==> config.mk <==
export PLATFORM = sky130hd
export DESIGN_NAME = periodic_task_tick_scheduler
export DESIGN_NICKNAME = d
export VERILOG_FILES = /design/src/hw/rtl/ptts_pkg.sv /design/src/hw/rtl/ptts_table.sv /design/src/hw/rtl/periodic_task_tick_scheduler.sv
export VERILOG_INCLUDE_DIRS = /design/src /design/src/hw/rtl
export SDC_FILE = /design/constraint.sdc
export NUM_CORES = 1
export LEC_CHECK = 0
export ABC_AREA = 1
export ABC_CLOCK_PERIOD_IN_PS = 5500
export BUFFER_PORTS_ARGS = -buffer_cell sky130_fd_sc_hd__buf_2
export CORE_MARGIN = 2
export CORE_UTILIZATION = 65
export CTS_CLUSTER_SIZE = 16
export DETAILED_ROUTE_END_ITERATION = 10
export PLACE_DENSITY = 0.93
export SYNTH_ARGS = -nofsm -noshare
export SYNTH_HDL_FRONTEND = slang
export SYNTH_SLANG_ARGS = --single-unit
export TNS_END_PERCENT = 10
==> constraint.sdc <==
create_clock -name clock -period 5.5 [get_ports clock]
set_input_delay 1.65 -clock clock [delete_from_list [all_inputs] [get_ports clock]]
set_output_delay 1.65 -clock clock [all_outputs]
set_load 0.05 [all_outputs]
==> src/hw/rtl/periodic_task_tick_scheduler_defines.svh <==
// ----------------------------------------------------------------------------
// Assertion macros for the periodic task tick scheduler
// Concurrent checks share one clock and one active-high reset.
// ----------------------------------------------------------------------------
`ifndef PERIODIC_TASK_TICK_SCHEDULER_DEFINES_SVH
`define PERIODIC_TASK_TICK_SCHEDULER_DEFINES_SVH

// Same-cycle implication.
`define PTTS_ASSERT_NOW(label, clk, rst, ante, cons, msg) \
   label: assert property (@(posedge clk) disable iff (rst) (ante) |-> (cons)) \
      else $error(msg);

// Next-cycle implication.
`define PTTS_ASSERT_NEXT(label, clk, rst, ante, cons, msg) \
   label: assert property (@(posedge clk) disable iff (rst) (ante) |=> (cons)) \
      else $error(msg);

`endif

==> src/hw/rtl/ptts_pkg.sv <==
`timescale 1ns / 1ps
// ----------------------------------------------------------------------------
// ptts_pkg
// Types and constants shared by the periodic task tick scheduler.
// ----------------------------------------------------------------------------
package ptts_pkg;

   localparam int ENTRIES     = 8;
   localparam int COUNT_BITS  = 16;
   localparam int MAX_RESULTS = 8;
   localparam int IDX_W       = $clog2(ENTRIES);
   localparam int FIRED_W     = 3;
   localparam int STEP_W      = 8;
   localparam int FCNT_W      = $clog2(MAX_RESULTS + 1);

   localparam logic CMD_TICK = 1'b0;
   localparam logic CMD_LOAD = 1'b1;

   localparam logic [STEP_W-1:0] TICK_STEP_RESET = STEP_W'(1);

   typedef struct packed {
      logic                  cmd;
      logic [2:0]            entry_index;
      logic [15:0]           first_delay;
      logic [15:0]           period_ms;
      logic                  enable;
   } req_type;

   typedef struct packed {
      logic [FIRED_W-1:0]    fired_index;
      logic                  fired;
      logic                  last;
   } rsp_type;

   typedef struct packed {
      logic                  enabled;
      logic [COUNT_BITS-1:0] period;
      logic [COUNT_BITS-1:0] remaining;
   } entry_type;

   typedef struct packed {
      logic                  en;
      logic [IDX_W-1:0]      addr;
      entry_type             entry;
   } tbl_wr_type;

   typedef enum logic [2:0] {
      ST_IDLE  = 3'b001,
      ST_WALK  = 3'b010,
      ST_FLUSH = 3'b100
   } state_type;

endpackage

==> src/hw/rtl/ptts_table.sv <==
`timescale 1ns / 1ps
// ----------------------------------------------------------------------------
// ptts_table
// Task entry memory: one write port, one registered read port. Per-entry
// valid bits make unwritten entries read as disabled with zero times.
// ----------------------------------------------------------------------------
module ptts_table
   import ptts_pkg::*;
(
   input  logic             clock,
   input  logic             reset,
   input  logic [IDX_W-1:0] rd_addr,
   output entry_type        rd_entry,
   input  tbl_wr_type       wr
);

   entry_type              mem [ENTRIES];
   logic [ENTRIES-1:0]     valid_ff;
   entry_type              rd_data_ff;
   logic                   rd_valid_ff;

   always_ff @(posedge clock) begin
      if (wr.en) begin
         mem[wr.addr] <= wr.entry;
      end
      rd_data_ff <= mem[rd_addr];
   end

   always_ff @(posedge clock) begin
      if (reset) begin
         valid_ff    <= '0;
         rd_valid_ff <= 1'b0;
      end else begin
         if (wr.en) begin
            valid_ff[wr.addr] <= 1'b1;
         end
         rd_valid_ff <= valid_ff[rd_addr];
      end
   end

   // never-written entries read as the reset value
   assign rd_entry = rd_valid_ff ? rd_data_ff : '0;

endmodule

==> src/hw/rtl/periodic_task_tick_scheduler.sv <==
`timescale 1ns / 1ps
// Load: acknowledge registered in the cycle after acceptance; one load per cycle
//   when the output is not stalled. Tick: walks the table one entry per cycle
//   (read, modify, write back) unless held; new requests wait until flush ends.
// Output stall holds the walk while a firing waits for the output register.
// Reset: tick_step returns to 1; per-entry valid bits clear at once, so every
//   entry reads disabled with zero times and no clearing pass is needed.
// ----------------------------------------------------------------------------
// periodic_task_tick_scheduler
// Time-triggered cooperative scheduler table with load and tick commands.
// ----------------------------------------------------------------------------
`include "periodic_task_tick_scheduler_defines.svh"

module periodic_task_tick_scheduler
   import ptts_pkg::*;
(
   input  logic              clock,
   input  logic              reset,
   input  logic              req_valid,
   output logic              req_stall,
   input  req_type           req_data,
   output logic              rsp_valid,
   input  logic              rsp_stall,
   output rsp_type           rsp_data,
   input  logic              csr_wr_en,
   input  logic [STEP_W-1:0] csr_wr_data
);

   state_type            state_ff, state_in;
   logic [IDX_W-1:0]     eval_idx_ff, eval_idx_in;
   logic                 held_valid_ff, held_valid_in;
   logic [FIRED_W-1:0]   held_idx_ff, held_idx_in;
   logic [FCNT_W-1:0]    fire_cnt_ff, fire_cnt_in;
   logic [STEP_W-1:0]    tick_step_ff;
   logic                 rsp_valid_ff, rsp_valid_in;
   rsp_type              rsp_data_ff, rsp_data_in;

   logic                 slot_free;
   logic                 req_accept;
   logic [IDX_W-1:0]     rd_addr;
   entry_type            cur;
   tbl_wr_type           wr;
   logic                 fire;
   logic                 report;
   logic                 step_go;
   logic                 push;
   rsp_type              push_data;
   logic [COUNT_BITS-1:0] base;

   ptts_table u_table (
      .clock    (clock),
      .reset    (reset),
      .rd_addr  (rd_addr),
      .rd_entry (cur),
      .wr       (wr)
   );

   assign slot_free  = !rsp_valid_ff || !rsp_stall;
   assign req_stall  = !((state_ff == ST_IDLE) && slot_free);
   assign req_accept = req_valid && !req_stall;

   // entry evaluation for the walk
   assign fire    = cur.enabled && (cur.remaining == '0);
   assign report  = fire && (fire_cnt_ff < FCNT_W'(MAX_RESULTS));
   assign step_go = !(report && held_valid_ff) || slot_free;
   assign base    = fire ? cur.period : cur.remaining;

   always_comb begin
      state_in      = state_ff;
      eval_idx_in   = eval_idx_ff;
      held_valid_in = held_valid_ff;
      held_idx_in   = held_idx_ff;
      fire_cnt_in   = fire_cnt_ff;
      rd_addr       = '0;
      wr            = '0;
      push          = 1'b0;
      push_data     = '0;

      unique case (state_ff)
         ST_IDLE: begin
            if (req_accept) begin
               if (req_data.cmd == CMD_LOAD) begin
                  if (32'(req_data.entry_index) < 32'(ENTRIES)) begin
                     wr.en              = 1'b1;
                     wr.addr            = IDX_W'(req_data.entry_index);
                     wr.entry.enabled   = req_data.enable;
                     wr.entry.period    = COUNT_BITS'(req_data.period_ms);
                     wr.entry.remaining = COUNT_BITS'(req_data.first_delay);
                  end
                  push           = 1'b1;
                  push_data.last = 1'b1;
               end else begin
                  state_in      = ST_WALK;
                  eval_idx_in   = '0;
                  held_valid_in = 1'b0;
                  fire_cnt_in   = '0;
               end
            end
         end
         ST_WALK: begin
            if (step_go) begin
               wr.en              = 1'b1;
               wr.addr            = eval_idx_ff;
               wr.entry.enabled   = cur.enabled;
               wr.entry.period    = cur.period;
               wr.entry.remaining = base - COUNT_BITS'(tick_step_ff);
               if (report) begin
                  // release the previous firing, keep this one for the last flag
                  if (held_valid_ff) begin
                     push                  = 1'b1;
                     push_data.fired_index = held_idx_ff;
                     push_data.fired       = 1'b1;
                  end
                  held_valid_in = 1'b1;
                  held_idx_in   = FIRED_W'(eval_idx_ff);
                  fire_cnt_in   = fire_cnt_ff + FCNT_W'(1);
               end
               rd_addr     = IDX_W'(eval_idx_ff + IDX_W'(1));
               eval_idx_in = IDX_W'(eval_idx_ff + IDX_W'(1));
               if (eval_idx_ff == IDX_W'(ENTRIES - 1)) begin
                  state_in = ST_FLUSH;
               end
            end else begin
               // hold: re-read the same entry
               rd_addr = eval_idx_ff;
            end
         end
         ST_FLUSH: begin
            if (slot_free) begin
               push                  = 1'b1;
               push_data.fired_index = held_valid_ff ? held_idx_ff : '0;
               push_data.fired       = held_valid_ff;
               push_data.last        = 1'b1;
               held_valid_in         = 1'b0;
               state_in              = ST_IDLE;
            end
         end
         default: begin
            state_in = ST_IDLE;
         end
      endcase
   end

   always_comb begin
      rsp_valid_in = rsp_valid_ff;
      rsp_data_in  = rsp_data_ff;
      priority if (push) begin
         rsp_valid_in = 1'b1;
         rsp_data_in  = push_data;
      end else if (!rsp_stall) begin
         rsp_valid_in = 1'b0;
      end
   end

   always_ff @(posedge clock) begin
      if (reset) begin
         state_ff      <= ST_IDLE;
         eval_idx_ff   <= '0;
         held_valid_ff <= 1'b0;
         fire_cnt_ff   <= '0;
         tick_step_ff  <= TICK_STEP_RESET;
         rsp_valid_ff  <= 1'b0;
      end else begin
         state_ff      <= state_in;
         eval_idx_ff   <= eval_idx_in;
         held_valid_ff <= held_valid_in;
         fire_cnt_ff   <= fire_cnt_in;
         rsp_valid_ff  <= rsp_valid_in;
         if (csr_wr_en) begin
            tick_step_ff <= csr_wr_data;
         end
      end
   end

   always_ff @(posedge clock) begin
      held_idx_ff <= held_idx_in;
      rsp_data_ff <= rsp_data_in;
   end

   assign rsp_valid = rsp_valid_ff;
   assign rsp_data  = rsp_data_ff;

   `PTTS_ASSERT_NEXT(a_tick_starts_walk, clock, reset, req_accept && (req_data.cmd == CMD_TICK), (state_ff == ST_WALK) && (eval_idx_ff == '0), "tick did not start walk at entry zero")
   `PTTS_ASSERT_NEXT(a_load_acks, clock, reset, req_accept && (req_data.cmd == CMD_LOAD), rsp_valid_ff && rsp_data_ff.last && !rsp_data_ff.fired, "load not acknowledged")
   `PTTS_ASSERT_NOW(a_held_counted, clock, reset, held_valid_ff, fire_cnt_ff != '0, "held firing without count")

endmodule

Word-level counts from Yosys, hierarchy flattened
Memory sizes are Yosys's and may differ from the RTL's. A register that Yosys moved wholly into a read port is not among the register bits.
Index checks and enable logic that the tools add are counted.
Operators by class
  add/sub/neg operators: 3
  order comparisons: 4
  equal/unequal tests: 11
  multiplexer cells: 50
  bitwise gates (word level): 1
  reduce and logical (&&, ||, !) cells: 20
Operator list (number)
  $mux 37: 3
  $pmux 37 s2: 1
  $mux 33: 1
  $mux 3: 10
  $mux 4: 7
  $mux 1: 17
  $logic_not 16->1: 1
  $mux 16: 1
  $pmux 4 s2: 2
  $sub 16x8->16: 1
  $ne 2x2->1 const B: 6
  $reduce_and 5->1: 2
  $pmux 3 s3: 1
  $lt 3x4->1 const B: 2
  $or 8x8->8: 1
  $eq 3x3->1 const B: 2
  $logic_and 1x1->1: 6
  $pmux 1 s3: 2
  $pmux 3 s2: 1
  $reduce_and 3->1: 2
  $reduce_and 6->1: 1
  $mux 5: 1
  $add 4x1->4 const B: 1
  $logic_not 1->1: 4
  12 further kinds: 13
Word-level totals
  register bits after elaboration: 37
  RAM bits: 264
  input bits: 50
  output and inout bits: 7
  logic and storage cells: 102
  memories kept: 1
Memory list
  u_table.mem: words 8, bits a word 33, rd ports 1, clocked after Yosys merged registers in 1, wr ports 1, line ptts_table.sv:17  | entry_type mem [ENTRIES];

Longest topological paths before layout
Gate-level depths: netlist of run 1.
  word-level depth: 14
  depth in mapped cells: 22
  depth with buffers taken out: 19

Modules after synthesis
From an unflattened synthesis of run 1, not the netlist that was laid out.
Second synthesis, totals
  cell total of the unflattened synthesis: 1459
  area, all modules: 14516.4 um^2
Modules (own cells, without submodules)
  ptts_table: times used 1, cells an instance 1053, area an instance 11871.4 um^2, seq. area each 8768.4 um^2
  periodic_task_tick_scheduler: times used 1, cells an instance 406, area an instance 2645.0 um^2, seq. area each 640.6 um^2

Worst setup path before layout of run 1
OpenSTA, ideal clock, no wires.
  path type: input port to flip-flop
  start: in rsp_stall
  end: mem u_table.mem[1][0] (netlist name), enable pin
  setup time: 388 ps
  arrival time: 3508 ps
  required time: 5112 ps
  path slack: 1604 ps
  cell stages on the path: 10
  buffers on the path: 0
  cell sequence: nand2_1 -> nor2_1 -> nand3_2 -> ha_1 -> inv_1 -> o21ai_0 -> inv_1 -> nor2_1 -> nand2_1 -> inv_1
On the way
  longest elaborated chain between the ends: 8
  elaborated cells on any way between the ends: 10
  those cells by class: 5 x mux; 5 x reduce/logical
RTL lines
  start, declared: line periodic_task_tick_scheduler.sv:23  | input logic rsp_stall,
  $logic_not 1->1 (*)
  $logic_or 1x1->1 (*): line periodic_task_tick_scheduler.sv:58  | assign slot_free = !rsp_valid_ff || !rsp_stall;
  $logic_and 1x1->1: line periodic_task_tick_scheduler.sv:59  | assign req_stall = !((state_ff == ST_IDLE) && slot_free);
  $logic_and 1x1->1: line periodic_task_tick_scheduler.sv:60  | assign req_accept = req_valid && !req_stall;
  $mux 37: line periodic_task_tick_scheduler.sv:81  | if (req_accept) begin
  $pmux 37 s2 (*): line periodic_task_tick_scheduler.sv:79  | unique case (state_ff)
  $mux 1: line ptts_table.sv:23  | if (wr.en) begin
  $mux 1 (implied by the code): line ptts_table.sv:24  | mem[wr.addr] <= wr.entry;
  end, declared: line ptts_table.sv:17
Every way passes the cells marked *; elsewhere a longest branch is shown, timed or not.

==> summary.txt, run 1 <==
Status
  • Status: completed

Synth
  • Syn_nets: 1,435
  • Post-synth top area cell: edfxtp_1
  • Most frequent cells after synthesis: nand3_1, nand2_1, edfxtp_1, inv_1, o21ai_0
  • Top cells by area, synth: edfxtp_1, nand3_1, dfxtp_1
  • Gate Count Post-Synth: 1,371
  • Post-synth design cell area: 14,300 um^2
  • EDFF count, synth: 272
  • Netlist cell types: 41
  • Main synth FF type: edfxtp_1
  • Most frequent cell after synthesis: nand3_1
  • Yosys warns: 0
  • Post-synthesis sequential area ratio: 0.660
  • Async S/R FF share, synth: 0
  • Yosys top cell area share: 0.573
  • Post-synthesis area per instance: 10.4 um^2
  • FF+latch count, synth: 334

STA
  • Tmin final: 4630 ps
  • FMAX: 216 MHz
  • Slew margin rel.: 0.379
  • Setup violations, final: 0
  • Setup tns final: 0 ps
  • Hold Violations, Final: 0
  • RSZ-0062 raised after global routing: false
  • Worst slew pin tran: 922 ps
  • Clock skew: 15.3 ps
  • Pins Over Slew Limit: 0
  • Final period util: 0.842

Cells and area
  • Post-route design area: 15,900 um^2
  • Final nets: 1,468
  • Diodes inserted: 0
  • FILL cells: 1,402
  • Layout area overhead: 11.4%
  • Fraction of layout cells with a size suffix above 1: 0.101

Run
  • MaxCap Viol Count: 0

Placed design
  • DP Wirelength: 19,800 um
  • Gp weighted congestion: 0.967
  • Placed inst area: 14,700 um^2
  • PortBufs: 56

Clock network
  • # hold bufs at CTS: 0
  • # clock sinks: 334
  • CTS buffer count: 34
  • Clock latency on the worst-skew pair: 520 ps
  • Setup bufs post-CTS: 0
  • H-tree Lvls: 2
  • Max Root-Sink Buffers: 3
  • TritonCTS clock tree: yes
  • CTS resizes: 0
  • Root Buffer: clkbuf_16
  • CTS clk-pin slew, worst paths: 70 ps

Global routing
  • Grt met2 use: 0.497
  • Vias in the first global route: 10,300
  • Gr ovfl total: 0
  • GR Layer Usage met1: 0.397
  • Initial antenna violation count: 1
  • GR peak layer: met2
  • Met3 Usage GRT: 0.0451
  • Largest net degree at the start of global routing: 92
  • GRT Util Overall: 0.301
  • First-pass GRT wire length: 54,400 um

Die
  • Total die area: 23,100 um^2
  • Core footprint: 21,700 um^2
  • Die height: 152 um
  • Die width: 152 um
  • Initial Util: 0.657
  • # IOs: 57
  • FP Rows: 54

Pwr
  • Pwr dens: 390 nW/um^2
  • Worst VDD drop: 302 uV
  • NetSw: 1590 uW
  • Reg power frac: 0.486
  • Clk pwr share: 0.389
  • Leak: 0.00627 uW
  • Logic pwr share: 0.126
  • Cell Int Power: 4610 uW
  • Sw Share: 0.256

Worst setup path
  • Crit end category: flip-flop
  • Startpoint Class: flip-flop
  • CP Data Arrival Time: 4840 ps
  • Setup slack, reg-to-reg: 870 ps
  • CP max FO: 20
  • Kind of critical path: flip-flop to flip-flop
  • Critical Path RT: 5710 ps

Drt
  • Final antenna-violating net count: 0
  • 1st-iter DRT viols: 1,379
  • Drt drc: 0
  • WL/cell: 20.7 um
  • Post-Route WL: 35,300 um
  • Vias: 10,700
  • First-pass iteration count of the detailed router: 6
  • Routed vias/inst: 6.28

Worst hold path
  • HP Class: flip-flop to flip-flop
[path summary, 6_finish.rpt]
| kind | start | end | depth (start not counted) |
|---|---|---|---|
| max reg2reg | u_table.rd_valid_ff$_SDFF_PP0_ | u_table.mem[6][12]$_DFFE_PP_ | 19 |
| max | u_table.rd_valid_ff$_SDFF_PP0_ | u_table.mem[6][12]$_DFFE_PP_ | 19 |
| min | u_table.valid_ff[3]$_SDFFE_PP0P_ | u_table.valid_ff[3]$_SDFFE_PP0P_ | 2 |
| min reg2reg | u_table.valid_ff[3]$_SDFFE_PP0P_ | u_table.valid_ff[3]$_SDFFE_PP0P_ | 2 |
[layout by cell type, fill, tap and decap left out, types with 3 or more instances in the layout]
master / netlist / routed
clkinv_2: 0 / 6
xor2_1: 4 / 4
clkinv_1: 1 / 6
edfxtp_1: 272 / 272
dfxtp_1: 62 / 62
inv_1: 86 / 86
clkbuf_16: 0 / 34
nand4_1: 6 / 6
inv_6: 0 / 3
nand3b_1: 3 / 3
clkbuf_1: 50 / 4
ha_1: 13 / 12
nor3b_1: 4 / 4
inv_2: 4 / 3
nand2_1: 311 / 310
a21oi_1: 33 / 33
nor2_1: 40 / 40
buf_2: 17 / 56
nand3_1: 358 / 358
bufinv_16: 0 / 6
buf_4: 4 / 19
nor3_1: 8 / 8
o21ai_0: 63 / 63
[layer usage]
| metal | vias up | part of all wire | routed length (um) |
|---|---|---|---|
| met5 | - | 0 | 0 |
| met4 | 0 | 0.037 | 1320 |
| met3 | 113 | 0.10 | 3570 |
| met2 | 716 | 0.49 | 17200 |
| met1 | 5060 | 0.37 | 13200 |
| li1 | 4855 | - | - |
[power groups by stage]
stage	clock, uW	sequential [uW]	combinational [uW]
6_report	2410	3010	778
5_1_grt	2510	3010	856
4_1_cts	2410	3000	761
3_5_place_dp	0	3050	751
3_3_place_gp	0	3050	717
2_1_floorplan	0	3040	533
[flip-flops by register name, indices dropped and copies added (netlist names), 3 cells and up]
register and count:
u_table.mem 264, u_table.rd_data_ff 33, u_table.valid_ff 8, tick_step_ff 8, state_ff 3, eval_idx_ff 3, rsp_data 5, fire_cnt_ff 4
held_idx_ff 3
[final cells by class]
cell class,instances,area [um^2],share of cell area
Multi-Input combinational cell,867,4150,0.262
Clock buffer,40,893,0.0563
Tap cell,280,350,0.0221
Timing Repair Buffer,76,443,0.0279
Sequential cell,334,9410,0.593
Inverter,91,344,0.0217
Clock inverter,22,279,0.0176
[stage by stage]
step / power [uW] / hold slack (ps) / setup WS [ps] / utilization / instances
after global placement: 3770 / 444 / 1150 / 0.678 / 1648
after floorplan: 3570 / 427 / 1600 / - / 1371
after CTS: 6180 / 466 / 1020 / 0.732 / 1710
after global routing: 6380 / 490 / 539 / 0.732 / 1710
final: 6190 / 469 / 869 / 0.732 / 1710
after detailed placement: 3810 / 456 / 1080 / 0.678 / 1648
[cells by family (layout without fill, tap and decap cells)]
| family | Yosys count | after routing | synth area share |
|---|---|---|---|
| buffers and inverters | 170 | 229 | 0.0500 |
| AO/OA/AOI/OAI | 110 | 110 | 0.0414 |
| adder cells (fa/ha/maj) | 14 | 14 | 0.0128 |
| flip-flops | 334 | 334 | 0.660 |
| XOR/XNOR | 5 | 5 | 0.00307 |
| AND/OR/NAND/NOR | 738 | 738 | 0.232 |
[critical path, cell delays in order (launching register included)]
cell and delay [ps]:
dfxtp_1 900, buf_4 370, nand2_1 160, nand2_1 100, nor2_1 50, nand2_1 100, nor2_4 110, inv_1 80
nor2_1 40, a21oi_1 170, ha_1 190, inv_1 50, fa_1 430, nand3_1 110, nand3_1 140, a21oi_1 290
nand3_1 200, nor2_1 200, nor2_1 50, o21ai_0 580
Power figures use the tool's default switching activity.
==> inputs of run 2 (changes only) <==
ABC_CLOCK_PERIOD_IN_PS = 3970   (was 5500)
CORE_UTILIZATION = 56   (was 65)
PLACE_DENSITY = 0.86   (was 0.93)
clock period = 3.97 ns   (was 5.5 ns; I/O delays follow)
==> run 2 against run 1 <==
Compared with the run above: flip-flop and latch count stayed put; clock power up 36%; die area rose by 16%; critical path depth unchanged; sequential power increased by 38%; cell area grew 1.3%; sequential share of layout area is 0.78 points lower; non-clock buffer count rose by 11; power grew 38%; global-route usage decreased by 3.6 points; critical path type unchanged.
==> summary.txt, run 2 (synthesis results as in run 1) <==
STA
  • Setup violations, final: 0 (unchanged)
  • FMAX: 273 MHz (+26%)
  • Worst slew pin tran: 1050 ps (+128 ps)
  • Setup tns final: 0 ps (unchanged)
  • Tmin final: 3660 ps (-967 ps)
  • Clock skew: 10.1 ps (-5.25 ps)
  • Slew margin rel.: 0.300 (-0.0791)
  • Final period util: 0.923 (+0.0809)
  • Hold Violations, Final: 0 (unchanged)
  • RSZ-0062 raised after global routing: false
  • Pins Over Slew Limit: 0 (unchanged)

Placed design
  • PortBufs: 56 (unchanged)
  • Gp weighted congestion: 1.03 (+6.1%)
  • DP Wirelength: 20,300 um (+2.6%)
  • DP Cell Count: 1,709 (+3.7%)
  • Placed inst area: 14,900 um^2 (+1.5%)

Worst setup path
  • CP Data Arrival Time: 3910 ps (-930 ps)
  • CP max FO: 35 (+75%)
  • Critical R2R Launch: u_table.rd_valid_ff$_SDFF_PP0_
  • Setup slack, reg-to-reg: 310 ps (-560 ps)
  • R2r endpoint: u_table.mem[6][12]$_DFFE_PP_
  • Critical Path RT: 4220 ps (-1490 ps)
  • Crit end category: flip-flop
  • Kind of critical path: flip-flop to flip-flop
  • Startpoint Class: flip-flop
  • Reg2reg path depth: 19 (unchanged)

Drt
  • First-pass iteration count of the detailed router: 6 (unchanged)
  • Vias: 10,700 (-0.57%)
  • Drt drc: 0 (unchanged)
  • Post-Route WL: 34,800 um (-1.4%)
  • WL/cell: 19.6 um (-5.0%)
  • Final antenna-violating net count: 0 (unchanged)
  • Routed vias/inst: 6.02 (-4.2%)
  • 1st-iter DRT viols: 1,552 (+13%)

Pwr
  • Leak: 0.00634 uW (+1.2%)
  • Worst VDD drop: 462 uV (+53%)
  • Tot Pwr: 8530 uW (+38%)
  • Pwr dens: 530 nW/um^2 (+36%)

Die
  • Total die area: 26,700 um^2 (+16%)
  • Die width: 164 um (+7.5%)
  • Core footprint: 25,100 um^2 (+16%)
  • FP Rows: 58 (+7.4%)
  • Initial Util: 0.568 (-0.0895)
  • # IOs: 57 (unchanged)
  • Die height: 164 um (+7.5%)

Cells and area
  • Post-route design area: 16,100 um^2 (+1.3%)
  • Registers with the most flip-flops: u_table.mem: 264 flops, u_table.rd_data_ff: 33 flops
  • Top reg by flops: u_table.mem
  • FILL cells: 1,876 (+34%)
  • Max reg flops: 264 (unchanged)
  • Most frequent cells in the layout: nand3_1, nand2_1, edfxtp_1
  • Layout area overhead: 12.8%
  • Fraction of layout cells with a size suffix above 1: 0.105 (+0.00464)
  • Commonest non-fill, non-tap cell in the layout: nand3_1
  • Final nets: 1,480 (+0.82%)
  • Layout Cells excl Fill: 1,774 (+3.7%)

Clock network
  • H-tree Lvls: 2 (unchanged)
  • CTS clk-pin slew, worst paths: 60 ps (about the same)
  • # hold bufs at CTS: 0 (unchanged)
  • Max Root-Sink Buffers: 3 (unchanged)
  • CTS buffer count: 35 (+2.9%)
  • TritonCTS clock tree: yes
  • Clock latency on the worst-skew pair: 520 ps (about the same)
  • Setup bufs post-CTS: 0 (unchanged)
  • # clock sinks: 334 (unchanged)
  • Root Buffer: clkbuf_16
  • CTS resizes: 0 (unchanged)

Run
  • MaxCap Viol Count: 0 (unchanged)

Global routing
  • Initial antenna violation count: 1 (unchanged)
  • Largest net degree at the start of global routing: 133 (+45%)
  • Gr ovfl total: 0 (unchanged)
  • GRT Util Overall: 0.266 (-0.0356)
  • First-pass GRT wire length: 54,700 um (+0.61%)
  • Vias in the first global route: 10,100 (-1.7%)

Worst hold path
  • HP Class: flip-flop to flip-flop
  • Hold-critical path depth: 2 (unchanged)
  • Hold Startpoint: u_table.valid_ff[7]$_SDFFE_PP0P_
  • Endpoint, Worst Hold: u_table.valid_ff[7]$_SDFFE_PP0P_

Status
  • Status: completed
run 2: routing by layer:
layer	global-route usage	wire, um	vias up
met5	0	0	-
met4	0.108	1170	0
met3	0.0422	3820	98
met2	0.428	16600	685
met1	0.364	13300	5019
li1	-	-	4881
run 2: report_power, final:
group / switching, uW / internal, uW
clock: 1290 / 1980
sequential: 76.3 / 4070
combinational: 796 / 309
total: 2170 / 6360
run 2: critical path: stages, from the launching register on:
cell,delay [ps]
dfxtp_1,370
buf_12,210
nand2_1,180
nand2_1,120
nor2_1,50
nand2_1,120
nor2_4,50
inv_1,60
nor2_1,40
a21oi_1,180
ha_1,180
inv_1,50
fa_1,420
nand3_1,110
nand3_1,120
a21oi_1,270
nand3_1,200
nor2_1,180
nor2_1,60
o21ai_1,430
run 2: final cells by class:
class | instances | area, um^2 | area share
well taps | 330 | 413 | 0.0257
clock buffers | 52 | 1020 | 0.0635
multi-input cells | 867 | 4160 | 0.259
diodes | 1 | 2.50 | 0.000156
flip-flops and latches | 334 | 9410 | 0.585
clock inverters | 12 | 145 | 0.00903
repair buffers | 87 | 588 | 0.0366
inverters | 91 | 344 | 0.0214
run 2: worst max-delay path by stage:
stage	from	end	slack, ps	cells after the start
CTS	u_table.rd_valid_ff$_SDFF_PP0_	u_table.mem[6][12]$_DFFE_PP_	180	19
global placement	u_table.rd_valid_ff$_SDFF_PP0_	u_table.mem[4][12]$_DFFE_PP_	360	19
finish	u_table.rd_valid_ff$_SDFF_PP0_	u_table.mem[6][12]$_DFFE_PP_	310	19
floorplan	rsp_stall	u_table.mem[1][0]$_DFFE_PP_	530	10
detailed placement	u_table.rd_valid_ff$_SDFF_PP0_	u_table.mem[5][12]$_DFFE_PP_	230	19
global route	u_table.rd_valid_ff$_SDFF_PP0_	u_table.mem[6][12]$_DFFE_PP_	6	19
run 2: through the flow:
step / util / worst slack, ps / hold slack [ps]
after floorplan: - / 533 / 427
after global placement: 0.594 / 364 / 438
after detailed placement: 0.594 / 230 / 440
after CTS: 0.640 / 184 / 449
after global routing: 0.640 / 5.70 / 467
final: 0.640 / 306 / 447
